`src/design/ids_pkg.sv`:
```
// ----------------------------------------------------------------------------
// ids_pkg
// Shared types and constants for the interned day-set table.
// ----------------------------------------------------------------------------
package ids_pkg;

  // Table geometry
  localparam int DAYS    = 64;
  localparam int ENTRIES = 256;

  localparam int IDX_W  = $clog2(ENTRIES);      // entry index
  localparam int USED_W = $clog2(ENTRIES + 1);  // fill count, holds ENTRIES
  localparam int DCNT_W = $clog2(DAYS + 1);     // day count / window width
  localparam int SH_W   = $clog2(DAYS);         // bit position inside a set

  // Command codes
  typedef enum logic [2:0] {
    CMD_INSERT    = 3'd0,
    CMD_INTERSECT = 3'd1,
    CMD_AND_NOT   = 3'd2,
    CMD_SHL       = 3'd3,
    CMD_SHR       = 3'd4,
    CMD_COMPARE   = 3'd5,
    CMD_NEXT_DAY  = 3'd6,
    CMD_READ      = 3'd7
  } cmd_e;

  // Result status codes
  typedef enum logic [1:0] {
    ST_OK     = 2'd0,
    ST_FULL   = 2'd1,
    ST_NO_DAY = 2'd2
  } status_e;

  // Sequencer states
  typedef enum logic [2:0] {
    S_IDLE,
    S_RD_B,
    S_OP,
    S_SCAN,
    S_NEXT,
    S_DONE
  } state_e;

  // Commands that produce a set to be interned
  function automatic logic makes_set(cmd_e cmd);
    logic r;
    r = (cmd inside {CMD_INSERT, CMD_INTERSECT, CMD_AND_NOT, CMD_SHL, CMD_SHR});
    return r;
  endfunction

endpackage

```
`src/design/ids_set_alu.sv`:
```
// ----------------------------------------------------------------------------
// ids_set_alu
// Set operations on two operands: builds the set to intern and the
// windowed compare result.
// ----------------------------------------------------------------------------
module ids_set_alu import ids_pkg::*; (
  input  cmd_e              cmd_i,
  input  logic [DAYS-1:0]   a_i,
  input  logic [DAYS-1:0]   b_i,
  input  logic [DCNT_W-1:0] count_i,
  input  logic [DCNT_W-1:0] width_i,
  input  logic [DAYS-1:0]   day_bits_i,
  output logic [DAYS-1:0]   made_o,
  output logic              equal_o
);

  logic [DAYS-1:0] win_mask;
  logic [DAYS-1:0] cmp_mask;
  logic            big_shift;

  // Window mask and compare mask, bit by bit
  always_comb begin
    for (int i = 0; i < DAYS; i++) begin
      win_mask[i] = (DCNT_W'(i) < width_i);
      cmp_mask[i] = (DCNT_W'(i) < width_i) && (DCNT_W'(i) >= count_i);
    end
  end

  assign big_shift = (count_i >= DCNT_W'(DAYS));

  // Set producing commands
  always_comb begin
    case (cmd_i)
      CMD_INSERT:    made_o = day_bits_i & win_mask;
      CMD_INTERSECT: made_o = a_i & b_i;
      CMD_AND_NOT:   made_o = a_i & ~b_i;
      CMD_SHL:       made_o = big_shift ? '0 : ((a_i << count_i[SH_W-1:0]) & win_mask);
      CMD_SHR:       made_o = big_shift ? '0 : ((a_i & win_mask) >> count_i[SH_W-1:0]);
      default:       made_o = '0;
    endcase
  end

  assign equal_o = ((a_i & cmp_mask) == (b_i & cmp_mask));

endmodule

```
`config.mk`:
```
export PLATFORM = sky130hd
export DESIGN_NAME = ids_set_alu
export DESIGN_NICKNAME = d
export VERILOG_FILES = /design/src/design/ids_pkg.sv /design/src/design/ids_set_alu.sv
export SDC_FILE = /design/constraint.sdc
export NUM_CORES = 1
export LEC_CHECK = 0
export BUFFER_PORTS_ARGS = -buffer_cell sky130_fd_sc_hd__buf_2
export CAP_MARGIN = 20
export CELL_PAD_IN_SITES_DETAIL_PLACEMENT = 2
export CELL_PAD_IN_SITES_GLOBAL_PLACEMENT = 2
export CORE_MARGIN = 1
export CORE_UTILIZATION = 30
export DETAILED_ROUTE_END_ITERATION = 7
export MAX_ROUTING_LAYER = met4
export PLACE_DENSITY_LB_ADDON = 0.15
export SLEW_MARGIN = 30
export SYNTH_ARGS = -nofsm -noshare
export SYNTH_HDL_FRONTEND = slang
export SYNTH_SLANG_ARGS = --single-unit
```
`constraint.sdc`:
```
create_clock -name vclk -period 5.4
set_clock_uncertainty 0.2 [all_clocks]
set_input_delay 0.54 -clock vclk [all_inputs]
set_output_delay 0.54 -clock vclk [all_outputs]
set_load 0.02 [all_outputs]
```
==> results.yml <==
run_status:
  status: "finished, final reports clean"
global_route:
  grt_max_degree: 79
  grt_pass1_vias: 19800
  grt_remaining_overflow: 0
  grt_pass1_wl_um: 168000
  track_usage_pct: 53.3
  antenna_found_initial: 7
finish:
  areaGrowthSynthToFinish_pct: 18.9
  nClkBuffers: 0
  final_common_cell: "buf_2"
  fillers: 5392
  multi_input_area_mm2: 0.0128
  drive_above_1_share_pct: 30.8
  nNetsFinal: 2283
  stdcell_count: 2683
  seqCellArea_um2: 0
  flops_and_latches: 0
  final_cell_mix: "buf_2 (270), nand2_1 (196), buf_4 (144)"
placement:
  place_congestion: 1.08
  dp_hpwl_um: 101000
  dp.cells: 2671
  io_buffers: 274
synth:
  syn_area_per_cell_um2: 7.44
  synth_area_mm2: 0.0137
  syn-num-nets: 2055
  ys_types: 90
  synth_cells: 1846
  yosysSeqAreaShare_pct: 0
  ys_warn_count: 0
sta:
  slew_viol_final: 0
  relSlewSlack_pct: 25.0
  max_freq_mhz: 192
  finalSetupViolations: 0
  setup-tns-final_ns: 0
  timing.final.crit_share_pct: 96.4
  worst_pin_slew_ns: 1.12
  whs_ns: 1.27
  grt_setup_unrepaired: "false"
  finalHoldViolCount: 0
  min_period_ns: 5.20
setup_path:
  crit_required_ns: 4.66
  cp-end-kind: "output port"
  path_max_fanout: 34
  crit_arrival_ns: 4.46
  crit_type: "input port to output port"
  startpoint_type: "input port"
route:
  postRouteAntennaNets: 0
  vias_per_cell: 7.67
  drc: 0
  wl_um: 125000
  drt_iter0_drc: 3399
  drt_first_pass_iters: 5
  wl_per_cell_um: 46.7
  vias: 20600
clock_tree:
  post_cts_buffers: 0
  cts_hold_buf: 0
  post_cts_resized: 0
floorplanning:
  die_w_um: 216
  placementRows: 78
  start_util_pct: 30.3
  die_h_um: 216
  core_mm2: 0.0453
  io-pin-count: 274
  die-area_mm2: 0.0466
hold_path:
  hold_path.class: "input port to output port"
  hp-start: "day_bits_i[56]"
  min_path_cells: 4
  worstHoldEndpoint: "made_o[56]"
job:
  cap_violations: 0
## Yosys cell counts (all sizes together), types with 14 or more instances
| cell type | n | area share [%] |
|---|---|---|
| a31oi | 28 | 1.4 |
| xnor2 | 34 | 2.2 |
| a32oi | 30 | 1.9 |
| and3 | 15 | 0.68 |
| and2 | 20 | 0.91 |
| mux2i | 95 | 6.9 |
| a21oi | 97 | 3.5 |
| o2111ai | 14 | 0.89 |
| o31ai | 18 | 0.98 |
| o22ai | 34 | 1.6 |
| xor2 | 87 | 5.5 |
| a211oi | 26 | 1.4 |
| o21ai | 111 | 4.0 |
| a211o | 16 | 1.0 |
| a221oi | 18 | 1.2 |
| nand3 | 94 | 3.4 |
| mux4 | 120 | 20 |
| mux2 | 53 | 4.3 |
| o211ai | 47 | 2.6 |
| nor2b | 14 | 0.64 |
| nor2 | 129 | 3.5 |
| buf | 101 | 3.7 |
| or2 | 15 | 0.68 |
| o21a | 14 | 0.77 |
| nand2 | 196 | 5.4 |
| clkbuf | 98 | 2.7 |
| o311ai | 14 | 0.89 |
| a22oi | 24 | 1.3 |
| o221ai | 18 | 1.1 |
| nor3 | 40 | 1.5 |
## critical path, stage by stage
cell	delay, ns
buf_2	0.64
o21ai_1	0.44
a211oi_1	0.62
nor2_1	0.17
mux4_2	0.50
mux2i_1	0.42
mux2i_1	0.32
o221ai_1	0.52
buf_2	0.27
## routing by layer
layer  track usage (%)  part of all wire (%)
met1              67.0                    38
met2              75.1                    41
met3              13.0                    12
met4              35.9                   8.7
met5                 -                     0
## worst max-delay path by stage
| stage | from | endpoint | slack (ns) | depth (start not counted) |
|---|---|---|---|---|
| after floorplan | count_i[0] | made_o[56] | 1.46 | 11 |
| after global placement | width_i[6] | made_o[35] | 0.33 | 9 |
| after detailed placement | width_i[6] | made_o[35] | 0.41 | 9 |
| after CTS | width_i[6] | made_o[35] | 0.39 | 9 |
| after global routing | width_i[6] | equal_o | 0.22 | 11 |
| final | width_i[1] | made_o[35] | 0.20 | 9 |
## metrics by stage
step	utilization (%)	setup WS [ns]	area (um2)
after floorplan	-	1.46	13700
after global placement	35.9	0.327	16300
after detailed placement	35.9	0.406	16300
after CTS	35.9	0.391	16300
after global routing	36.0	0.224	16300
final	36.1	0.196	16300
## cell type report
class	instances	area share (%)
Multi-Input combinational cell	1633	78.7
Timing Repair Buffer	425	16.2
Inverter	14	0.368
Tap cell	600	4.60
Antenna cell	11	0.169
## cell families after synthesis
kind of cell           count (synthesis)  synth area share (%)
AO/OA/AOI/OAI                        645                  33.9
XOR/XNOR                             121                  7.72
multiplexers                         268                  31.0
AND/OR/NAND/NOR                      599                  20.7
buffers and inverters                213                  6.74
